`config.mk`:
```
export PLATFORM = sky130hd
export DESIGN_NAME = ttbg_ctrl
export DESIGN_NICKNAME = d
export VERILOG_FILES = /design/src/sv/ttbg_pkg.sv /design/src/sv/ttbg_ctrl.sv
export VERILOG_INCLUDE_DIRS = /design/src /design/src/sv
export SDC_FILE = /design/constraint.sdc
export NUM_CORES = 1
export LEC_CHECK = 0
export CAP_MARGIN = 25
export CELL_PAD_IN_SITES_DETAIL_PLACEMENT = 2
export CELL_PAD_IN_SITES_GLOBAL_PLACEMENT = 2
export CORE_UTILIZATION = 37
export CTS_CLUSTER_SIZE = 40
export DETAILED_ROUTE_END_ITERATION = 16
export DONT_BUFFER_PORTS = 1
export PLACE_DENSITY = 0.78
export SLEW_MARGIN = 20
export SYNTH_ARGS = -nofsm -noshare
export SYNTH_HDL_FRONTEND = slang
export SYNTH_SLANG_ARGS = --single-unit
```
`constraint.sdc`:
```
create_clock -name clk -period 4.05 [get_ports clk]
set_input_delay 0 -clock clk [delete_from_list [all_inputs] [get_ports clk]]
set_output_delay 0 -clock clk [all_outputs]
set_load 0.03 [all_outputs]
```
`src/sv/thermal_token_bucket_grant_defines.svh`:
```
// Assertion macros for the thermal token bucket grant block.
// Used by the modules that carry concurrent checks; needs clk and rst_n in scope.
`ifndef THERMAL_TOKEN_BUCKET_GRANT_DEFINES_SVH
`define THERMAL_TOKEN_BUCKET_GRANT_DEFINES_SVH

// Implication checked on every clock edge outside reset
`define TTBG_ASSERT_IMP(lbl, ante, cons, msg) \
    lbl: assert property (@(posedge clk) disable iff (!rst_n) (ante) |-> (cons)) \
        else $error(msg);

// Next-cycle implication checked outside reset
`define TTBG_ASSERT_NEXT(lbl, ante, cons, msg) \
    lbl: assert property (@(posedge clk) disable iff (!rst_n) (ante) |=> (cons)) \
        else $error(msg);

`endif

```
`src/sv/ttbg_pkg.sv`:
```
// Shared types, constants and command codes of the thermal token bucket grant block.
// No dependencies; imported by ttbg_dp, ttbg_ctrl, the top level and the testbench.
`default_nettype none

package ttbg_pkg;

    localparam int TOKW = 24;
    localparam int PRODW = 52;
    localparam int DENW = 36;
    localparam int CFG_IDXW = 3;
    localparam int PROCESSES_DEF = 16;
    localparam logic [TOKW-1:0] TOK_MAX = 24'hFFFFFF;
    localparam logic [9:0] MS_PER_S = 10'd1000;
    // ceil(2^36 / 1000): exact floor division by 1000 for operands below 2^26
    localparam logic [26:0] RECIP_1000 = 27'd68719477;

    // Configuration register indexes
    localparam logic [CFG_IDXW-1:0] REG_MIN_TEMP = 3'd0;
    localparam logic [CFG_IDXW-1:0] REG_MAX_TEMP = 3'd1;
    localparam logic [CFG_IDXW-1:0] REG_INIT_TOK = 3'd2;
    localparam logic [CFG_IDXW-1:0] REG_MAX_TOK = 3'd3;
    localparam logic [CFG_IDXW-1:0] REG_BASE_RATE = 3'd4;
    localparam logic [CFG_IDXW-1:0] REG_RES_THR = 3'd5;

    // Configuration reset values
    localparam logic [6:0] MIN_TEMP_RST = 7'd50;
    localparam logic [6:0] MAX_TEMP_RST = 7'd79;
    localparam logic [TOKW-1:0] INIT_TOK_RST = 24'd0;
    localparam logic [TOKW-1:0] MAX_TOK_RST = 24'd25600;
    localparam logic [TOKW-1:0] BASE_RATE_RST = 24'd2560;
    localparam logic [15:0] RES_THR_RST = 16'd60;

    // Datapath operation codes
    localparam logic [3:0] OP_NONE = 4'd0;
    localparam logic [3:0] OP_LOAD = 4'd1;
    localparam logic [3:0] OP_RATE = 4'd2;
    localparam logic [3:0] OP_DIV_GO = 4'd3;
    localparam logic [3:0] OP_RATE_SET = 4'd4;
    localparam logic [3:0] OP_MUL_MS = 4'd5;
    localparam logic [3:0] OP_FILL = 4'd6;
    localparam logic [3:0] OP_RD = 4'd7;
    localparam logic [3:0] OP_EVAL = 4'd8;
    localparam logic [3:0] OP_GRANT = 4'd9;
    localparam logic [3:0] OP_SHARE_MUL = 4'd10;
    localparam logic [3:0] OP_SHARE_UPD = 4'd11;
    localparam logic [3:0] OP_RESULT = 4'd12;
    localparam logic [3:0] OP_REM = 4'd13;
    localparam logic [3:0] OP_MS_REM = 4'd14;
    localparam logic [3:0] OP_MS_DIV = 4'd15;

    typedef struct packed {
        logic            action;
        logic [6:0]      temperature;
        logic [15:0]     elapsed_ms;
        logic [3:0]      process_id;
        logic [TOKW-1:0] requested_tokens;
        logic [15:0]     wait_seconds;
        logic [7:0]      pending_count;
    } item_t;

    typedef struct packed {
        logic            granted;
        logic [TOKW-1:0] reserved_added;
        logic [TOKW-1:0] available_now;
        logic [TOKW-1:0] rate_now;
    } result_t;

    typedef struct packed {
        logic [3:0] op;
    } ttbg_cmd_t;

    typedef struct packed {
        logic is_tick;
        logic pid_ok;
        logic band;
        logic grant;
        logic share;
        logic div_busy;
    } ttbg_sts_t;

endpackage

`default_nettype wire

```
`src/sv/ttbg_ctrl.sv`:
```
// Controller state machine: sequences datapath operations and owns the handshakes.
// Depends on ttbg_pkg and the assertion macro header.
`default_nettype none

`include "thermal_token_bucket_grant_defines.svh"

module ttbg_ctrl
    import ttbg_pkg::*;
(
    input  wire logic      clk,
    input  wire logic      rst_n,
    input  wire logic      item_valid,
    output logic           item_ready,
    output logic           result_valid,
    input  wire logic      result_ready,
    input  wire ttbg_sts_t sts,
    output ttbg_cmd_t      cmd
);

    localparam logic [4:0] S_IDLE  = 5'd0;
    localparam logic [4:0] S_DISP  = 5'd1;
    localparam logic [4:0] S_RATE  = 5'd2;
    localparam logic [4:0] S_RDIV  = 5'd3;
    localparam logic [4:0] S_RWAIT = 5'd4;
    localparam logic [4:0] S_RSET  = 5'd5;
    localparam logic [4:0] S_MMS   = 5'd6;
    localparam logic [4:0] S_REM   = 5'd7;
    localparam logic [4:0] S_MSR   = 5'd8;
    localparam logic [4:0] S_FILL  = 5'd9;
    localparam logic [4:0] S_RD    = 5'd10;
    localparam logic [4:0] S_EVAL  = 5'd11;
    localparam logic [4:0] S_DEC   = 5'd12;
    localparam logic [4:0] S_SMUL  = 5'd13;
    localparam logic [4:0] S_SDIV  = 5'd14;
    localparam logic [4:0] S_SWAIT = 5'd15;
    localparam logic [4:0] S_SUPD  = 5'd16;
    localparam logic [4:0] S_DONE  = 5'd17;
    localparam logic [4:0] S_MSD   = 5'd18;

    logic [4:0] state_reg, state_next;
    logic       out_valid_reg, out_valid_next;

    assign item_ready = (state_reg == S_IDLE);
    assign result_valid = out_valid_reg;

    // Sequencing
    always_comb
    begin
        state_next = state_reg;
        cmd.op = OP_NONE;
        case (state_reg)
            S_IDLE:
            begin
                if (item_valid)
                begin
                    cmd.op = OP_LOAD;
                    state_next = S_DISP;
                end
            end
            S_DISP:
            begin
                if (sts.is_tick)
                begin
                    state_next = S_RATE;
                end
                else if (sts.pid_ok)
                begin
                    state_next = S_RD;
                end
                else
                begin
                    state_next = S_DONE;
                end
            end
            S_RATE:
            begin
                cmd.op = OP_RATE;
                state_next = sts.band ? S_RDIV : S_MMS;
            end
            S_RDIV:
            begin
                cmd.op = OP_DIV_GO;
                state_next = S_RWAIT;
            end
            S_RWAIT:
            begin
                if (!sts.div_busy)
                begin
                    state_next = S_RSET;
                end
            end
            S_RSET:
            begin
                cmd.op = OP_RATE_SET;
                state_next = S_MMS;
            end
            // Refill amount: four reciprocal-multiply steps
            S_MMS:
            begin
                cmd.op = OP_MUL_MS;
                state_next = S_REM;
            end
            S_REM:
            begin
                cmd.op = OP_REM;
                state_next = S_MSR;
            end
            S_MSR:
            begin
                cmd.op = OP_MS_REM;
                state_next = S_MSD;
            end
            S_MSD:
            begin
                cmd.op = OP_MS_DIV;
                state_next = S_FILL;
            end
            S_FILL:
            begin
                cmd.op = OP_FILL;
                state_next = S_DONE;
            end
            S_RD:
            begin
                cmd.op = OP_RD;
                state_next = S_EVAL;
            end
            S_EVAL:
            begin
                cmd.op = OP_EVAL;
                state_next = S_DEC;
            end
            S_DEC:
            begin
                if (sts.grant)
                begin
                    cmd.op = OP_GRANT;
                    state_next = S_DONE;
                end
                else if (sts.share)
                begin
                    state_next = S_SMUL;
                end
                else
                begin
                    state_next = S_DONE;
                end
            end
            S_SMUL:
            begin
                cmd.op = OP_SHARE_MUL;
                state_next = S_SDIV;
            end
            S_SDIV:
            begin
                cmd.op = OP_DIV_GO;
                state_next = S_SWAIT;
            end
            S_SWAIT:
            begin
                if (!sts.div_busy)
                begin
                    state_next = S_SUPD;
                end
            end
            S_SUPD:
            begin
                cmd.op = OP_SHARE_UPD;
                state_next = S_DONE;
            end
            S_DONE:
            begin
                // Wait for the output register to free up
                if (!out_valid_reg || result_ready)
                begin
                    cmd.op = OP_RESULT;
                    state_next = S_IDLE;
                end
            end
            default:
            begin
                state_next = S_IDLE;
            end
        endcase
    end

    // Output valid
    always_comb
    begin
        out_valid_next = out_valid_reg;
        if (cmd.op == OP_RESULT)
        begin
            out_valid_next = 1'b1;
        end
        else if (result_ready)
        begin
            out_valid_next = 1'b0;
        end
    end

    always_ff @(posedge clk or negedge rst_n)
    begin
        if (!rst_n)
        begin
            state_reg <= S_IDLE;
            out_valid_reg <= 1'b0;
        end
        else
        begin
            state_reg <= state_next;
            out_valid_reg <= out_valid_next;
        end
    end

    `TTBG_ASSERT_NEXT(a_accept_dispatch, item_valid && item_ready, state_reg == S_DISP, "accepted request not dispatched")
    `TTBG_ASSERT_NEXT(a_done_presents, (state_reg == S_DONE) && (!out_valid_reg || result_ready), out_valid_reg && (state_reg == S_IDLE), "finished request not presented")
    `TTBG_ASSERT_IMP(a_div_free, cmd.op == OP_DIV_GO, !sts.div_busy, "divider started while busy")

endmodule

`default_nettype wire

```
==> results of run 1 <==
## through the flow
stage | area, um^2 | cells | worst slack [ps] | utilization | total power (uW)
final | 753 | 118 | 1740 | 0.418 | 719
after global routing | 753 | 118 | 1610 | 0.418 | 777
after CTS | 753 | 118 | 1770 | 0.418 | 718
after detailed placement | 711 | 113 | 2050 | 0.394 | 656
after global placement | 711 | 113 | 2110 | 0.394 | 631
after floorplan | 744 | 98 | 2150 | - | 596
## cell families after synthesis
kind of cell	count (synthesis)
flops	6
simple gates	37
compound gates	41
mux	1
buf+inv	13
## final cells by class
class | count | share of cell area
Inverter | 2 | 0.00997
Timing Repair Buffer | 3 | 0.0365
Sequential cell | 6 | 0.199
Tap cell | 25 | 0.0415
Multi-Input combinational cell | 79 | 0.683
Clock buffer | 3 | 0.0299
## where the power goes
part           internal, uW  switching, uW  total (uW)
Clock                  33.6           23.3        56.9
Sequential             82.9            147         229
Combinational           169            263         432
Total                   286            433         719
## worst max-delay path: stages, from the launching register on
cell and delay (ps):
dfrtp_1 770, nor2b_1 450, o21bai_1 170, a22oi_1 90, o22ai_1 580
## synthesized netlist by cell type, types with 2 or more instances
master	count	area [um^2]
nor2_1	10	37.5
a21oi_1	8	40.0
nand2_1	8	30.0
buf_2	7	35.0
dfrtp_1	6	150
o21ai_1	5	25.0
nand2b_1	4	25.0
o22ai_1	4	25.0
nor2b_1	3	18.8
o21ai_0	3	15.0
a31oi_1	2	12.5
buf_4	2	15.0
buf_6	2	22.5
inv_2	2	7.51
nor3_1	2	10.0
nor4b_1	2	17.5
o41ai_2	2	32.5
## repair_timing
item | CTS | global route
buffers inserted | 0 | 0
hold buffers | 2 | 0
endpoints found under the hold margin | 7 | 0
## per-layer routing
metal | GRT usage | wire length (um) | vias to the layer above
met2 | 0.394 | 1150 | 17
met3 | 0.0615 | 75 | 2
met1 | 0.312 | 1040 | 377
li1 | - | - | 362
met4 | 0.0514 | 20 | 0
met5 | 0 | 0 | -
## worst max path at each step
stage / start / end / slack [ps] / cells after the start
after floorplan: state_reg[0] / item_ready / 2150 / 4
after global placement: state_reg[3] / cmd[3] / 2110 / 4
after detailed placement: state_reg[2] / cmd[2] / 2050 / 4
after CTS: state_reg[2] / cmd[2] / 1770 / 4
after global routing: state_reg[2] / cmd[2] / 1610 / 4
final: state_reg[2] / cmd[2] / 1740 / 4
==> results.md, run 1 <==
- Outcome: finished clean
- Via Count: around 760
- RSZ-0062 raised after global routing: false
- Worst Hold End: result_valid
- Area growth syn-to-layout: 1.18%
- Pleak: about 0.00027 uW
- Endpoints failing hold: 0
- Vias/cell: approximately 6.4
- Part of the cycle the worst path needs: 0.571
- GRT Util Overall: 0.238
- Clock slew seen by the registers of the worst setup and hold paths: 50 ps
- Cell variety after synth: 43
- Register-to-Register Setup Slack: 2140 ps
- # rows: 15
- Hold Path Cell Cnt: 2
- Die Height: 46.9 um
- Pwr dens: about 950 nW/um^2
- Ant diodes: 0
- GR Overflow Total: 0
- Async set or reset register ratio after synthesis: 1.00
- Reg-to-Reg End: state_reg[2]
- Max reg flops: 5
- R2R cell count: 4
- Max VDD drop: 0.410 mV
- Register area: 150 um^2
- Crit path DAT: between 2000 and 2500 ps
- Worst-margin pin slew: 1010 ps
- Resized Gates After CTS: 0
- IO Pins: 16
- HP Class: in2reg
- First-pass GRT wire length: roughly 3600 um
- Cells after synthesis: a little under 100
- Crit start category: flip-flop
- Multi-input gate area: around 510 um^2
- Synth Area in Compound Gates: 0.402
- Most common cell after layout, fill and taps aside: nor2_1
- Setup tns final: 0 ps
- Synthesized flop and latch total: 6
- Adder-cell share of the synthesized area: 0
- CTS tree: built
- Skew-Pair Late Insertion Delay: around 250 ps
- Slew Limit Headroom: 0.324
- Antenna Violating Nets Remaining: 0
- XOR/XNOR share of the synthesized area: 0
- Clock skew: 3.76 ps
- Fmax: approximately 430 MHz
- Critical path endpoint category: output port
- Ratio of cells with drive above 1 in the final layout: 0.118
- DP Wirelength: roughly 1600 um
- Sequential area share after synthesis: 0.202
- Initial antenna violation count: 0
- Starting density of the core: 0.413
- Final WL: 2300 um
- Clock root buffer master: clkbuf_4
- Ys Warns: 0
- Die area: 2200 um^2
- Core Box Area: approximately 1800 um^2
- Number of port buffers: 0
- Largest net degree at the start of global routing: 28
- Clock buffer depth: 2
- Main synth FF type: dfrtp_1
- H-tree Lvls: 1
- Mux cell area share after synthesis: 0.0134
- Fin nets: 105
- DR pass1 iterations: 4
- MaxCap Viol Count: 0
- Beginning of the worst hold path: result_ready
- Critical path required time: 4050 ps
- Sink Count: 6
- Commonest non-fill, non-tap cells in the layout: 10 x nor2_1, 8 x a21oi_1, 8 x nand2_1
- Final RePlAce weighted congestion: about 0.79
- Synthesized netlist net count: between 100 and 150
- Final setup violation count: 0
- # fillers: around 220
- Die width: 46.9 um
- Syn avg cell area: roughly 7.6 um^2
- EDFF count, synth: 0
- Setup Crit Path Kind: reg2out
- Simple logic cell fraction of the synthesized area: 0.276
- Tmin final: about 2300 ps
- Post-Syn Area: roughly 740 um^2
- Clock buffer count from CTS: 3
- Hold Slack: 22.0 ps
- Iter 0 DRT Violations: 20
- WL per Instance: just under 20 um
- Drc violations: 0
- Worst R2R Start: state_reg[0]
- Vias in the first global route: 737
- Pins Over Slew Limit: 0
- Critical path peak fanout: 18
- Main combinational cell family by area after synthesis: compound AO/OA/AOI/OAI gates
(Power assumes the default switching activity.)
==> inputs of run 2 (changes only) <==
- ABC_AREA: default -> 1
- CORE_ASPECT_RATIO: default -> 1.75
- CORE_UTILIZATION: 37 -> 26
- PLACE_DENSITY: 0.78 -> 0.67
- clock period: 4.05 -> 1.9 ns (I/O delays scaled with it)
==> results.md, run 2 <==
- Iter 0 DRT Violations: 13 (-35%)
- Largest net degree at the start of global routing: 13 (-54%)
- Ranking of synthesized cells by area: dfrtp_1 22%, nand2_1 17%, nor2_1 15%
- Tmin final: 1770 ps
- Starting density of the core: 0.274 (-0.139)
- Pleak: 0.000421 uW (+55%)
- DP Wirelength: 2580 um (+61%)
- CP peak stage delay: 450 ps (-320 ps)
- Beginning of the worst hold path: sts[0]
- Hold Path Cell Cnt: 2 (unchanged)
- Cells after synthesis: 124 (+27%)
- Sequential area share after synthesis: 0.220 (+0.0181)
- Synthesized netlist net count: 134 (+24%)
- Most common cell after layout, fill and taps aside: nand2_1
- Skew-Pair Late Insertion Delay: 220 ps (-30 ps)
- DR pass1 iterations: 4 (unchanged)
- EDFF count, synth: 0 (unchanged)
- Clock slew seen by the registers of the worst setup and hold paths: 30 ps (-20 ps)
- RSZ-0062 raised after global routing: false
- Vias in the first global route: 960 (+30%)
- Number of port buffers: 0 (unchanged)
- Worst Hold End: state_reg[1]
- Part of the cycle the worst path needs: 0.933
- Area growth syn-to-layout: 17.2%
- Max VDD drop: 0.604 mV (+47%)
- CP Cell Sequence: nor2_1 -> nand3_1 -> inv_1 -> nand2_1 -> nand4_1
- Setup Crit Path Kind: reg2out
- Outcome: finished clean
- CP delay by family, top: simple AND/OR/NAND/NOR gates
- Post-Syn Area: 683 um^2 (-8.2%)
- MaxCap Viol Count: 0 (unchanged)
- Util after Layout: 0.321 (-0.0968)
- Clock root buffer master: clkbuf_8
- Ys Warns: 0 (unchanged)
- Place WS: 324 ps (-1720 ps)
- Die width: 40.8 um (-13%)
- Max reg flops: 5 (unchanged)
- WL per Instance: 18.7 um (-4.0%)
- Critical path peak fanout: 7 (-11)
- CTS tree: built
- Final setup violation count: 0 (unchanged)
- Post-synth top cells: 31 x nand2_1, 27 x nor2_1, 17 x nand3_1
- Cell variety after synth: 17 (-60%)
- HP Class: in2reg
- Die area: 2840 um^2 (+30%)
- Worst-margin pin slew: 407 ps (-604 ps)
- Critical path endpoint category: output port
- Synthesized flop and latch total: 6 (unchanged)
- Syn avg cell area: 5.51 um^2 (-27%)
- Antenna Violating Nets Remaining: 0 (unchanged)
- Setup bufs post-CTS: 0 (unchanged)
- Pins Over Slew Limit: 0 (unchanged)
- GRT Util Overall: 0.245 (+0.00715)
- IO Pins: 16 (unchanged)
- Core Box Area: 2490 um^2 (+38%)
- Worst path slowest cell: dfrtp_1
- Register-to-Register Setup Slack: 310 ps (-1830 ps)
- Clock buffer depth: 2 (unchanged)
- Sink Count: 6 (unchanged)
- Final RePlAce weighted congestion: 0.827 (+4.9%)
- Worst R2R Start: state_reg[2]
- Die Height: 69.8 um (+49%)
- R2R cell count: 6 (+2)
- Crit start category: flip-flop
- Clock skew: 0.544 ps (-3.21 ps)
- Total power: 1680 uW (+130%)
- Via Count: 868 (+15%)
- Top-area cell type share of the netlist area: 0.220 (+0.0181)
- Reg-to-Reg End: state_reg[2]
- Min setup slack post-route: 127 ps (-1610 ps)
- Count leader, synth: nand2_1
- H-tree Lvls: 1 (unchanged)
- Clock buffer count from CTS: 3 (unchanged)
- Critical path required time: 1900 ps (-2150 ps)
- # rows: 24 (+9)
- Endpoints failing hold: 0 (unchanged)
- Ant diodes: 0 (unchanged)
- Async set or reset register ratio after synthesis: 1.00 (unchanged)
- Final WL: 2930 um (+28%)
- Vias/cell: 5.53 (-14%)
- Slew Limit Headroom: 0.728 (+0.404)
- Setup tns final: 0 ps (unchanged)
- Drc violations: 0 (unchanged)
- Fmax: between 500 and 600 MHz
- Crit path DAT: 1770 ps (-540 ps)
- First-pass GRT wire length: 4700 um (+30%)
- Fin nets: 143 (+36%)
- Critical path origin: state_reg[2]
- Post-synth top area cell: dfrtp_1
- Commonest non-fill, non-tap cells in the layout: 31 x nand2_1, 27 x nor2_1, 17 x nand3_1
- Ratio of cells with drive above 1 in the final layout: 0.122 (+0.00386)
- GR Overflow Total: 0 (unchanged)
- Main synth FF type: dfrtp_1
- Buf/Inv on CP: 1 (+1)
- Initial antenna violation count: 0 (unchanged)
- Pwr dens: 2090 nW/um^2 (+120%)
## run 2: cell types whose count changed in the layout (fill, tap and decap cells not counted), sizes merged, moves of 3 or more
cell    delta
nor2b      -4
inv       +12
nand2     +24
a21oi      -7
o21ai      +3
nand4      +5
nor2      +22
o22ai      -4
nand2b     -4
nand3     +16
## run 2: cell families (layout without fill, tap and decap cells)
| group | after synthesis | after routing | share of synthesized area |
|---|---|---|---|
| AO/OA/AOI/OAI | 12 | 12 | 0.0934 |
| AND/OR/NAND/NOR | 91 | 91 | 0.599 |
| buffers and inverters | 15 | 22 | 0.0879 |
| flip-flops | 6 | 6 | 0.220 |
## run 2: routing by layer
metal	vias up	track usage	share of wire
li1	420	-	-
met1	424	0.260	0.36
met2	18	0.439	0.61
met3	6	0.0288	0.015
met4	0	0.0963	0.019
met5	-	0	0
## run 2: worst max-delay path by stage
stage                   endpoint  slack (ps)  cells past startpoint
global route              cmd[0]          10                      5
CTS                       cmd[1]          90                      7
detailed placement  state_reg[2]         320                      6
global placement          cmd[1]         370                      7
floorplan                 cmd[0]         490                      5
finish                    cmd[0]         130                      5
## run 2: what timing repair did
item,CTS,global route
resized for setup,0,1
setup endpoints to repair,0,1
endpoints found under the hold margin,9,0
hold buffers,4,0
## run 2: layout make-up
cell class / instances / area [um^2]
fillers: 321 / 1690
well taps: 26 / 32.5
multi-input cells: 103 / 477
flip-flops and latches: 6 / 150
inverters: 14 / 52.6
repair buffers: 5 / 47.5
clock buffers: 3 / 41.3
## run 2: per-stage QoR
step	hold WS [ps]	area, um^2	cells
2_1_floorplan	-296	683	124
6_report	10.4	801	157
4_1_cts	3.81	797	157
3_3_place_gp	-295	716	150
3_5_place_dp	-295	716	150
5_1_grt	33.9	801	157
## run 2: power breakdown
group          leakage [uW]  internal, uW  switching [uW]
Combinational      0.000322           295             883
Clock             0.0000216           136            50.0
Sequential        0.0000781           189             124
